==> src/rtl/tdst_pkg.sv <==
`timescale 1ns / 1ps

package tdst_pkg;

  typedef enum logic [1:0] {
    REQ_ADD    = 2'd0,
    REQ_REMOVE = 2'd1,
    REQ_FIND   = 2'd2,
    REQ_NOP    = 2'd3
  } req_e;

  typedef enum logic [1:0] {
    STS_OK        = 2'd0,
    STS_FULL      = 2'd1,
    STS_BAD_INDEX = 2'd2,
    STS_NONE      = 2'd3
  } status_e;

  localparam int unsigned MinPerHour = 60;
  localparam int unsigned MinPerDay  = 24 * 60;
  localparam int unsigned TimeW      = 11;
  localparam int unsigned InTdataW   = 56;
  localparam int unsigned OutTdataW  = 48;

  typedef struct packed {
    logic [7:0]  owner;
    logic [4:0]  hour;
    logic [5:0]  minute;
    logic [15:0] amount;
  } slot_t;

  typedef struct packed {
    logic [5:0]  now_minute;
    logic [4:0]  now_hour;
    logic [5:0]  remove_index;
    logic [15:0] amount;
    logic [5:0]  slot_minute;
    logic [4:0]  slot_hour;
    logic [7:0]  owner_id;
  } req_fields_t;

  typedef struct packed {
    logic [15:0]      found_amount;
    logic [5:0]       found_minute;
    logic [4:0]       found_hour;
    logic [7:0]       found_owner;
    logic [TimeW-1:0] minutes_until;
  } res_fields_t;

  typedef struct packed {
    logic    capture;
    logic    add_wr;
    logic    cnt_inc;
    logic    cnt_dec;
    logic    rem_start;
    logic    scan_start;
    logic    step_shift;
    logic    step_scan;
    logic    load_res;
    status_e res_status;
    logic    res_found;
  } cmd_t;

  typedef struct packed {
    req_e req_type;
    logic full;
    logic idx_bad;
    logic idx_last;
    logic empty;
    logic at_last;
    logic busy;
    logic out_busy;
  } sts_t;

  // hour * 60 + minute, then folded once into 0..1439
  function automatic logic [TimeW-1:0] day_time(input logic [4:0] hour,
                                                input logic [5:0] minute);
    logic [TimeW-1:0] h;
    logic [TimeW-1:0] t;
    h = TimeW'(hour);
    t = h * TimeW'(MinPerHour) + TimeW'(minute);
    if (t >= TimeW'(MinPerDay)) begin
      t = t - TimeW'(MinPerDay);
    end
    return t;
  endfunction

endpackage

==> src/rtl/tdst_ctrl.sv <==
`timescale 1ns / 1ps

module tdst_ctrl (
  input  logic          clk_i,
  input  logic          rst_ni,
  input  logic          s_valid_i,
  output logic          s_ready_o,
  input  tdst_pkg::sts_t sts_i,
  output tdst_pkg::cmd_t cmd_o
);

  typedef enum logic [5:0] {
    ST_IDLE  = 6'b000001,
    ST_EXEC  = 6'b000010,
    ST_SHIFT = 6'b000100,
    ST_SCAN  = 6'b001000,
    ST_DRAIN = 6'b010000,
    ST_DONE  = 6'b100000
  } state_e;

  state_e              state_q, state_d;
  tdst_pkg::status_e   status_q, status_d;
  logic                found_q, found_d;

  assign s_ready_o = (state_q == ST_IDLE);

  always_comb begin
    state_d  = state_q;
    status_d = status_q;
    found_d  = found_q;
    cmd_o    = '0;
    cmd_o.res_status = status_q;
    cmd_o.res_found  = found_q;
    case (state_q)
      ST_IDLE: begin
        if (s_valid_i) begin
          cmd_o.capture = 1'b1;
          state_d = ST_EXEC;
        end
      end
      ST_EXEC: begin
        status_d = tdst_pkg::STS_OK;
        found_d  = 1'b0;
        state_d  = ST_DONE;
        case (sts_i.req_type)
          tdst_pkg::REQ_ADD: begin
            if (sts_i.full) begin
              status_d = tdst_pkg::STS_FULL;
            end else begin
              cmd_o.add_wr  = 1'b1;
              cmd_o.cnt_inc = 1'b1;
            end
          end
          tdst_pkg::REQ_REMOVE: begin
            if (sts_i.idx_bad) begin
              status_d = tdst_pkg::STS_BAD_INDEX;
            end else if (sts_i.idx_last) begin
              cmd_o.cnt_dec = 1'b1;
            end else begin
              cmd_o.rem_start = 1'b1;
              state_d = ST_SHIFT;
            end
          end
          tdst_pkg::REQ_FIND: begin
            if (sts_i.empty) begin
              status_d = tdst_pkg::STS_NONE;
            end else begin
              found_d = 1'b1;
              cmd_o.scan_start = 1'b1;
              state_d = ST_SCAN;
            end
          end
          default: begin
          end
        endcase
      end
      ST_SHIFT: begin
        cmd_o.step_shift = 1'b1;
        if (sts_i.at_last) begin
          state_d = ST_DRAIN;
        end
      end
      ST_SCAN: begin
        cmd_o.step_scan = 1'b1;
        if (sts_i.at_last) begin
          state_d = ST_DRAIN;
        end
      end
      ST_DRAIN: begin
        if (!sts_i.busy) begin
          cmd_o.cnt_dec = (sts_i.req_type == tdst_pkg::REQ_REMOVE);
          state_d = ST_DONE;
        end
      end
      ST_DONE: begin
        if (!sts_i.out_busy) begin
          cmd_o.load_res = 1'b1;
          state_d = ST_IDLE;
        end
      end
      default: begin
        state_d = ST_IDLE;
      end
    endcase
  end

  always_ff @(posedge clk_i or negedge rst_ni) begin
    if (!rst_ni) begin
      state_q  <= ST_IDLE;
      status_q <= tdst_pkg::STS_OK;
      found_q  <= 1'b0;
    end else begin
      state_q  <= state_d;
      status_q <= status_d;
      found_q  <= found_d;
    end
  end

endmodule

==> src/rtl/tdst_dp.sv <==
`timescale 1ns / 1ps

module tdst_dp #(
  parameter int unsigned SLOTS = 16
) (
  input  logic                                 clk_i,
  input  logic                                 rst_ni,
  input  logic [tdst_pkg::InTdataW-1:0]        in_tdata_i,
  input  logic [1:0]                           in_tuser_i,
  input  tdst_pkg::cmd_t                       cmd_i,
  output tdst_pkg::sts_t                       sts_o,
  input  logic                                 out_tready_i,
  output logic                                 out_tvalid_o,
  output logic [tdst_pkg::OutTdataW-1:0]       out_tdata_o,
  output logic [1:0]                           out_tuser_o
);

  localparam int unsigned CW = $clog2(SLOTS + 1);
  localparam int unsigned AW = (SLOTS > 1) ? $clog2(SLOTS) : 1;
  localparam int unsigned TW = tdst_pkg::TimeW;

  tdst_pkg::slot_t        mem [SLOTS];

  tdst_pkg::req_fields_t  req_q;
  tdst_pkg::req_e         req_type_q;
  logic [TW-1:0]          now_q;
  logic [CW-1:0]          cnt_q;
  logic [CW-1:0]          p_q;
  logic [AW-1:0]          wr_addr_q;
  tdst_pkg::slot_t        rd_q;
  logic                   rd_scan_q;
  logic                   rd_shift_q;
  tdst_pkg::slot_t        dist_slot_q;
  logic [TW-1:0]          dist_q;
  logic                   dist_vld_q;
  tdst_pkg::slot_t        best_slot_q;
  logic [TW-1:0]          best_d_q;
  logic                   have_q;
  logic                   out_vld_q;
  logic [1:0]             out_user_q;
  tdst_pkg::res_fields_t  out_data_q;

  tdst_pkg::req_fields_t  in_fields;
  logic [TW-1:0]          slot_t_now;
  logic signed [TW:0]     diff;
  logic [TW:0]            dist_wide;

  assign in_fields = tdst_pkg::req_fields_t'(in_tdata_i[$bits(tdst_pkg::req_fields_t)-1:0]);

  // distance 1..1440, slot at the current minute counts as a full day away
  assign slot_t_now = tdst_pkg::day_time(rd_q.hour, rd_q.minute);
  assign diff       = $signed({1'b0, slot_t_now}) - $signed({1'b0, now_q});
  assign dist_wide  = (diff[TW] || (diff == '0)) ? (TW + 1)'(diff + (TW + 1)'(tdst_pkg::MinPerDay))
                                                 : (TW + 1)'(diff);

  assign sts_o.req_type = req_type_q;
  assign sts_o.full     = (cnt_q >= CW'(SLOTS));
  assign sts_o.idx_bad  = (8'(req_q.remove_index) >= 8'(cnt_q));
  assign sts_o.idx_last = ((8'(req_q.remove_index) + 8'd1) == 8'(cnt_q));
  assign sts_o.empty    = (cnt_q == '0);
  assign sts_o.at_last  = (p_q == cnt_q - CW'(1));
  assign sts_o.busy     = rd_scan_q | rd_shift_q | dist_vld_q;
  assign sts_o.out_busy = out_vld_q & ~out_tready_i;

  always_ff @(posedge clk_i) begin
    if (cmd_i.add_wr) begin
      mem[cnt_q[AW-1:0]] <= '{owner:  req_q.owner_id,
                              hour:   req_q.slot_hour,
                              minute: req_q.slot_minute,
                              amount: req_q.amount};
    end else if (rd_shift_q) begin
      mem[wr_addr_q] <= rd_q;
    end
  end

  always_ff @(posedge clk_i) begin
    rd_q <= mem[p_q[AW-1:0]];
  end

  always_ff @(posedge clk_i) begin
    if (cmd_i.capture) begin
      req_q <= in_fields;
      now_q <= tdst_pkg::day_time(in_fields.now_hour, in_fields.now_minute);
    end
    if (cmd_i.step_shift) begin
      wr_addr_q <= AW'(p_q - CW'(1));
    end
    dist_slot_q <= rd_q;
    dist_q      <= dist_wide[TW-1:0];
    if (dist_vld_q && (!have_q || dist_q < best_d_q)) begin
      best_slot_q <= dist_slot_q;
      best_d_q    <= dist_q;
    end
    if (cmd_i.load_res) begin
      out_user_q <= cmd_i.res_status;
      if (cmd_i.res_found) begin
        out_data_q <= '{found_amount:  best_slot_q.amount,
                        found_minute:  best_slot_q.minute,
                        found_hour:    best_slot_q.hour,
                        found_owner:   best_slot_q.owner,
                        minutes_until: best_d_q};
      end else begin
        out_data_q <= '0;
      end
    end
  end

  always_ff @(posedge clk_i or negedge rst_ni) begin
    if (!rst_ni) begin
      req_type_q <= tdst_pkg::REQ_NOP;
      cnt_q      <= '0;
      p_q        <= '0;
      rd_scan_q  <= 1'b0;
      rd_shift_q <= 1'b0;
      dist_vld_q <= 1'b0;
      have_q     <= 1'b0;
      out_vld_q  <= 1'b0;
    end else begin
      if (cmd_i.capture) begin
        req_type_q <= tdst_pkg::req_e'(in_tuser_i);
      end
      if (cmd_i.cnt_inc) begin
        cnt_q <= cnt_q + CW'(1);
      end else if (cmd_i.cnt_dec) begin
        cnt_q <= cnt_q - CW'(1);
      end
      if (cmd_i.rem_start) begin
        p_q <= CW'(req_q.remove_index) + CW'(1);
      end else if (cmd_i.scan_start) begin
        p_q <= '0;
      end else if (cmd_i.step_shift || cmd_i.step_scan) begin
        p_q <= p_q + CW'(1);
      end
      rd_scan_q  <= cmd_i.step_scan;
      rd_shift_q <= cmd_i.step_shift;
      dist_vld_q <= rd_scan_q;
      if (cmd_i.scan_start) begin
        have_q <= 1'b0;
      end else if (dist_vld_q) begin
        have_q <= 1'b1;
      end
      if (cmd_i.load_res) begin
        out_vld_q <= 1'b1;
      end else if (out_tready_i) begin
        out_vld_q <= 1'b0;
      end
    end
  end

  assign out_tvalid_o = out_vld_q;
  assign out_tuser_o  = out_user_q;
  assign out_tdata_o  = tdst_pkg::OutTdataW'(out_data_q);

endmodule

==> src/rtl/time_of_day_slot_table.sv <==
`timescale 1ns / 1ps
// Channel   Dir  Handshake                      Payload
// s_axis    in   s_axis_tvalid_i/s_axis_tready_o request: tuser = req_type, tdata = fields
// m_axis    out  m_axis_tvalid_o/m_axis_tready_i result:  tuser = status,   tdata = fields
//
// One request at a time. Add, a bad remove, a remove of the last entry and a find in an
// empty table go straight to the result. Remove at index i shifts the entries above i
// down and find next scans every entry; the slot memory has one read port, read once
// per cycle per entry. Reset empties the table at once; entries past the count go unused.
// A held result stalls only the final step; the next request is accepted meanwhile.

module time_of_day_slot_table #(
  parameter int unsigned SLOTS = 16
) (
  input  logic        clk_i,
  input  logic        rst_ni,
  input  logic        s_axis_tvalid_i,
  output logic        s_axis_tready_o,
  // owner_id, slot_hour, slot_minute, amount, remove_index, now_hour, now_minute
  input  logic [55:0] s_axis_tdata_i,
  // req_type
  input  logic [1:0]  s_axis_tuser_i,
  output logic        m_axis_tvalid_o,
  input  logic        m_axis_tready_i,
  // minutes_until, found_owner, found_hour, found_minute, found_amount
  output logic [47:0] m_axis_tdata_o,
  // status
  output logic [1:0]  m_axis_tuser_o
);

  tdst_pkg::cmd_t cmd;
  tdst_pkg::sts_t sts;

  tdst_ctrl u_ctrl (
    .clk_i     (clk_i),
    .rst_ni    (rst_ni),
    .s_valid_i (s_axis_tvalid_i),
    .s_ready_o (s_axis_tready_o),
    .sts_i     (sts),
    .cmd_o     (cmd)
  );

  tdst_dp #(
    .SLOTS (SLOTS)
  ) u_dp (
    .clk_i        (clk_i),
    .rst_ni       (rst_ni),
    .in_tdata_i   (s_axis_tdata_i),
    .in_tuser_i   (s_axis_tuser_i),
    .cmd_i        (cmd),
    .sts_o        (sts),
    .out_tready_i (m_axis_tready_i),
    .out_tvalid_o (m_axis_tvalid_o),
    .out_tdata_o  (m_axis_tdata_o),
    .out_tuser_o  (m_axis_tuser_o)
  );

endmodule
==> config.mk <==
export PLATFORM = sky130hd
export DESIGN_NAME = time_of_day_slot_table
export DESIGN_NICKNAME = d
export VERILOG_FILES = /design/src/rtl/tdst_pkg.sv /design/src/rtl/tdst_ctrl.sv /design/src/rtl/tdst_dp.sv /design/src/rtl/time_of_day_slot_table.sv
export SDC_FILE = /design/constraint.sdc
export NUM_CORES = 1
export LEC_CHECK = 0
export ABC_AREA = 1
export ABC_CLOCK_PERIOD_IN_PS = 4700
export BUFFER_PORTS_ARGS = -buffer_cell sky130_fd_sc_hd__buf_2
export CAP_MARGIN = 30
export CORE_ASPECT_RATIO = 1.4
export CORE_MARGIN = 2
export CORE_UTILIZATION = 40
export CTS_CLUSTER_DIAMETER = 40
export DETAILED_ROUTE_END_ITERATION = 7
export PLACE_DENSITY = 0.64
export SETUP_SLACK_MARGIN = 0.15
export SLEW_MARGIN = 15
export SYNTH_ARGS = -nofsm -noshare
export SYNTH_HDL_FRONTEND = slang
export SYNTH_SLANG_ARGS = --single-unit
==> constraint.sdc <==
create_clock -name clk_i -period 4.7 [get_ports clk_i]
set_input_delay 0.705 -clock clk_i [delete_from_list [all_inputs] [get_ports clk_i]]
set_output_delay 0.705 -clock clk_i [all_outputs]
set_load 0.1 [all_outputs]
[Yosys cells after proc, flatten, opt, wreduce, memory -nomap -nowiden]
Memory sizes are Yosys's and may differ from the RTL's. A register that Yosys moved wholly into a read port is not among the register bits.
Cells that the tools add are included.
Word-level totals
  output and inout bits: 52
  bits in registers: 222
  bits of input ports: 62
  word-level logic and storage cells: 138
  bits in writable memories: 560
  memories kept: 1
Operators by class
  multiply operators: 2
  mux-type cells: 51
  order comparisons: 5
  bitwise gates (word level): 4
  reduce and logical (&&, ||, !) cells: 15
  $add $sub $neg: 12
  equality and inequality tests: 14
Memory list
  u_dp.mem: words 16, bits a word 35, rd ports 1, clocked after Yosys merged registers in 1, write ports 1, RTL line tdst_dp.sv:22  | tdst_pkg::slot_t mem [SLOTS];
Operators by type and width (number)
  2-to-1 mux 6 bit: 7
  2-to-1 mux 35 bit: 1
  OR reduction 35 bit: 1
  2-to-1 mux 11 bit: 3
  one-hot mux 6 bit (5 select lines): 1
  2-to-1 mux 5 bit: 5
  adder 11 x 6 -> 11 bit: 2
  greater-or-equal comparator 11 bit, second input constant: 2
  2-to-1 mux 1 bit: 22
  subtractor 11 bit, second input constant: 2
  multiplier 5 x 4 -> 9 bit, second input constant: 2
  2-to-1 mux 2 bit: 8
  adder 5 x 1 -> 5 bit, second input constant: 3
  logical NOT 12 bit: 1
  one-hot mux 6 bit (2 select lines): 1
  subtractor 11 x 11 -> 12 bit: 1
  adder 11 bit, second input constant: 1
  < comparator 11 bit: 1
  == test 8 x 5 -> 1 bit: 1
  adder 6 x 1 -> 7 bit, second input constant: 1
  == test 6 x 1 -> 1 bit, second input constant: 1
  == test 6 x 2 -> 1 bit, second input constant: 1
  == test 6 x 3 -> 1 bit, second input constant: 1
  == test 6 x 4 -> 1 bit, second input constant: 1
  26 further kinds: 33

[Depth between registers and ports, before layout]
  depth in word-level cells: 8
  mapped depth: 35
  gate-level depth less buffers: 35

[By module]
Synthesis repeated with hierarchy kept, for this count alone.
Second synthesis, totals
  cells, all modules: 2708
  area total of the unflattened synthesis: 33384.5 um^2
By module, submodules not included
  tdst_dp: sequential area each 23369.9 um^2, area each 32701.4 um^2, instances 1, cells each 2612
  tdst_ctrl: sequential area each 226.5 um^2, area each 683.2 um^2, instances 1, cells each 96

[Least setup slack after synthesis]
OpenSTA, ideal clock, no wires.
  kind: reg-to-reg
  start point: register u_ctrl.state_q[0]
  end point: register u_dp.now_q[0], enable pin
  path slack: -2.293 ns
  stages on the path, launching flop included: 5
  data required time: 4.233 ns
  data arrival time: 6.526 ns
  path through: dfstp_2 > inv_1 > nor4_1 > inv_1 > nor2_1
RTL lines
  start: declaration: RTL line tdst_ctrl.sv:21  | state_e state_q, state_d;
  start signal: assignment: RTL line tdst_ctrl.sv:113  | state_q <= state_d;
  end signal: assignment: RTL line tdst_dp.sv:83  | now_q <= tdst_pkg::day_time(in_fields.now_hour, in_fields.now_minute);
  end: declaration: RTL line tdst_dp.sv:26  | logic [TW-1:0] now_q;

[Worst setup path after layout]
  start point: register, netlist name u_dp.rd_q[24]
  end point: register u_dp.dist_q[9]
Between the ends
  cells in the longest elaborated chain, start to end: 8
  elaborated cells between the ends (all ways): 10
  classes of those cells: 4 x add/sub; 1 x mul; 1 x order compare; 2 x mux; 2 x reduce/logical
RTL lines
  multiplier 5 x 4 -> 9 bit *: RTL line tdst_pkg.sv:81  | t = h * TimeW'(MinPerHour) + TimeW'(minute);
  adder 11 x 6 -> 11 bit *: RTL line tdst_pkg.sv:81
  subtractor 11 bit / greater-or-equal comparator 11 bit (equally long branches): RTL line tdst_pkg.sv:83, tdst_pkg.sv:82
  2-to-1 mux 11 bit *: RTL line tdst_pkg.sv:82  | if (t >= TimeW'(MinPerDay)) begin
  subtractor 11 x 11 -> 12 bit *: RTL line tdst_dp.sv:52  | assign diff = $signed({1'b0, slot_t_now}) - $signed({1'b0, now_q});
  parallel branches: the longest is 2 deep, another holds adder 11 bit
  2-to-1 mux 11 bit *: RTL line tdst_dp.sv:53  | assign dist_wide = (diff[TW] || (diff == '0)) ? (TW + 1)'(diff + (TW + 1)'(tdst_pkg::MinPerDay))
  named net u_dp.dist_wide[9]: RTL line tdst_dp.sv:46  | logic [TW:0] dist_wide;
  end signal: assignment: RTL line tdst_dp.sv:89  | dist_q <= dist_wide[TW-1:0];
  end: declaration: RTL line tdst_dp.sv:34  | logic [TW-1:0] dist_q;
Mark *: on every way through the listed nets, which the timed path passes.
A chain may end at the register's enable or synchronous reset.

==> summary.md <==
| Metric | Value |
|---|---|
| Syn Inst Count | `2724` |
| Num Clock Sinks | `817` |
| GP Congestion | `0.824` |
| Die X-Extent | `248 µm` |
| Total GRT Usage | `17.9%` |
| Final instance area | `0.0390 mm²` |
| Status | `complete, but fails checks` |
| RSZ-0062 raised after global routing | `yes` |
| R2R depth | `31` |
| Drt drc | `0` |
| Worst path most repeated cell | `nand2_2` |
| DR iter-0 viols | `1580` |
| Avg Cell Area, Syn | `12.3 µm²` |
| Clock skew | `0.0312 ns` |
| Area Growth Syn to Fin | `16.5%` |
| Cts bufs inserted | `88` |
| Diode count | `0` |
| Post-route ant nets | `0` |
| Fillers | `7282` |
| Area post-placement | `0.0358 mm²` |
| Final nets | `3040` |
| Slowest cell on crit path | `fa_1` |
| Crit path time final | `4.82 ns` |
| Final period util | `103%` |
| Core area | `0.0829 mm²` |
| Share of the yosys chip area belonging to registers | `70.5%` |
| Area of the multi-input gates | `0.00898 mm²` |
| Register Area | `0.0236 mm²` |
| Worst setup EP type | `register` |
| Main synth FF type | `edfxtp_1` |
| Achievable Freq | `208 MHz` |
| Post-Syn Area | `0.0334 mm²` |
| Clock Tree Buf Depth | `3` |
| Post-DP HPWL | `42700 µm` |
| CTS H-tree lvls | `3` |
| Avg WL per Cell | `19.1 µm` |
| Largest net degree at the start of global routing | `182` |
| Cell count after placement | `3871` |
| Critical Path Start Type | `register` |
| Synth Warn # | `0` |
| Post-synth ARST share | `3.18%` |
| Synthesis-stage register bit count | `817` |
| Crit Path Category | `register to register` |
| Die Area | `0.0860 mm²` |
| CP peak stage delay | `0.57 ns` |
| Setup violations, final | `6` |
| Die height | `346 µm` |
| Max Cap Viol | `0` |
| Arrival @ worst endpoint | `5.36 ns` |
| Boundary Pins | `114` |
| CTS tree | `yes` |
| Pins Over Slew Limit | `0` |
| Final wirelength | `77100 µm` |
| Root Buffer | `clkbuf_16` |
| R2R setup slack | `-0.12 ns` |
| Hold Path Class | `primary input to asynchronous set/reset pin` |
| Slew HR | `34.7%` |
| Worst-path fanout max | `6` |
| Clock Latency Late Sink | `0.66 ns` |
| Setup Slack @ Placement | `-0.187 ns` |
| Netlist cell types | `50` |
| Worst-path clk slew | `0.06 ns` |
| Row count | `125` |
| First-pass GRT wire length | `118000 µm` |
| EDFF count, synth | `710` |
| Fraction of layout cells with a size suffix above 1 | `17.0%` |
| Initial Util | `40.4%` |
| PnR worst setup slack | `-0.118 ns` |
| Number of I/O port buffers | `107` |
| Fin. Hold Viols | `0` |
| Number of vias per cell | `5.24` |
| Vias after detailed routing | `21177` |
| Failing checks | `negative setup slack` |
| Initial antenna violation count | `0` |
| Slew @ Worst Pin | `0.979 ns` |
| DR pass1 iterations | `5` |
| Required time of the critical path | `5.25 ns` |
| Fin cells | `4045` |
| Vias in the first global route | `20758` |
| GRT overflow | `0` |
==> registers in the layout, indices dropped and copies added, names as in the netlist <==
register / flops
u_dp.cnt_q: 5
u_dp.dist_slot_q: 35
u_dp.rd_scan_q: 1
u_dp.best_d_q: 11
u_dp.out_tuser_o: 2
u_ctrl.state_q: 6
u_dp.dist_vld_q: 1
u_dp.mem: 560
u_dp.req_q: 41
u_dp.p_q: 5
u_dp.out_tvalid_o: 1
u_dp.rd_q: 35
u_dp.have_q: 1
u_dp.req_type_q: 2
u_dp.out_tdata_o: 46
u_dp.best_slot_q: 35
u_ctrl.found_q: 1
u_dp.wr_addr_q: 4
u_dp.rd_shift_q: 1
u_dp.dist_q: 11
u_ctrl.status_q: 2
u_dp.now_q: 11
==> cell usage in the layout (no fill, tap or decap), types with 13 or more instances in the layout <==
cell and count:
nor2_4 21, buf_2 107, xor2_1 21, a21oi_1 26, nand2_2 32, edfxtp_1 710
nand4_1 16, o221ai_1 56, dfxtp_1 78, clkbuf_1 19, nand2_1 343, buf_4 85
nand3_1 123, fa_1 17, inv_1 202, clkbuf_16 89, nor2_1 315, inv_2 13
mux2_2 27, dfrtp_1 19, o21ai_0 310, o22ai_1 86, o211ai_1 16, ha_1 63
==> critical path, delay by kind of cell (launching register included) <==
family,cells,cell delay (ns)
AO/OA/AOI/OAI,4,0.34
adder cells (fa/ha/maj),5,2.14
buffers and inverters,4,0.20
flip-flops,1,0.35
AND/OR/NAND/NOR,18,1.68
==> cells by family after synthesis <==
kind of cell               synth area share, %
buffers and inverters                     4.00
AOI/OAI and AO/OA                         8.92
muxes                                    0.909
xor gates and xnor gates                 0.808
DFF                                       70.5
and+or+nand+nor                           11.2
adders and majority gates                 3.64
other                                   0.0112
==> synth_stat cells (9+ instances only) <==
cell type  count  area [µm²]
nand2_2       12        75.1
xor2_1        21         184
clkbuf_1     105         394
o22ai_1       86         538
fa_1          17         340
buf_2          9        45.0
o211ai_1      16         120
nand3_1      127         636
dfrtp_1       23         576
o21ai_0      312        1560
mux2_2        27         304
nor2_1       343        1290
inv_1        217         815
dfxtp_1       81        1620
edfxtp_1     710       21300
nand4_1       16         100
a21oi_1       30         150
ha_1          70         876
o221ai_1      56         490
nand2_1      368        1380
==> metrics by stage <==
stage / hold slack (ns) / util (%) / TNS (ns)
global route: 0.105 / 47.0 / -2.48
finish: 0.0724 / 47.0 / -0.675
global placement: 0.334 / 43.2 / -0.788
detailed placement: 0.334 / 43.2 / -1.09
CTS: 0.0554 / 46.8 / -0.324
floorplan: 0.327 / - / 0
==> layer usage <==
layer | vias to the layer above | wire length (µm) | track usage [%]
li1 | 10032 | - | -
met1 | 10420 | 31000 | 22.7
met2 | 604 | 39300 | 31.1
met3 | 121 | 4670 | 2.62
met4 | 0 | 2080 | 6.43
met5 | - | 0 | 0
==> cell type report <==
class,instances,share of cell area (%)
clock buffers,112,6.04
clock inverters,53,1.27
inverters,223,2.19
multi-input cells,1561,23.0
flip-flops and latches,817,60.6
well taps,1079,3.46
repair buffers,200,3.40
==> timing repair <==
| action | 4_1_cts | 5_1_grt |
|---|---|---|
| hold buffers | 0 | 0 |
| pin swaps | 27 | 37 |
| buffers inserted | 6 | 3 |
| resized for setup | 19 | 50 |
| endpoints found under the setup margin | 6 | 6 |
==> worst paths after layout <==
check	from	end
setup / recovery	u_dp.rd_q[24]$_DFF_P_	u_dp.dist_q[9]$_DFF_P_
setup reg to reg	u_dp.rd_q[24]$_DFF_P_	u_dp.dist_q[9]$_DFF_P_
hold / removal	rst_ni	u_dp.p_q[1]$_DFFE_PN0P_
hold reg to reg	u_dp.rd_q[2]$_DFF_P_	u_dp.dist_slot_q[2]$_DFF_P_
max in group asynchronous	rst_ni	u_dp.p_q[0]$_DFFE_PN0P_
min in group clk_i	s_axis_tdata_i[22]	u_dp.req_q[22]$_DFFE_PP_
Power is not shown: default switching activity piles up to over one toggle a cycle in this logic, so the estimate is an artifact.
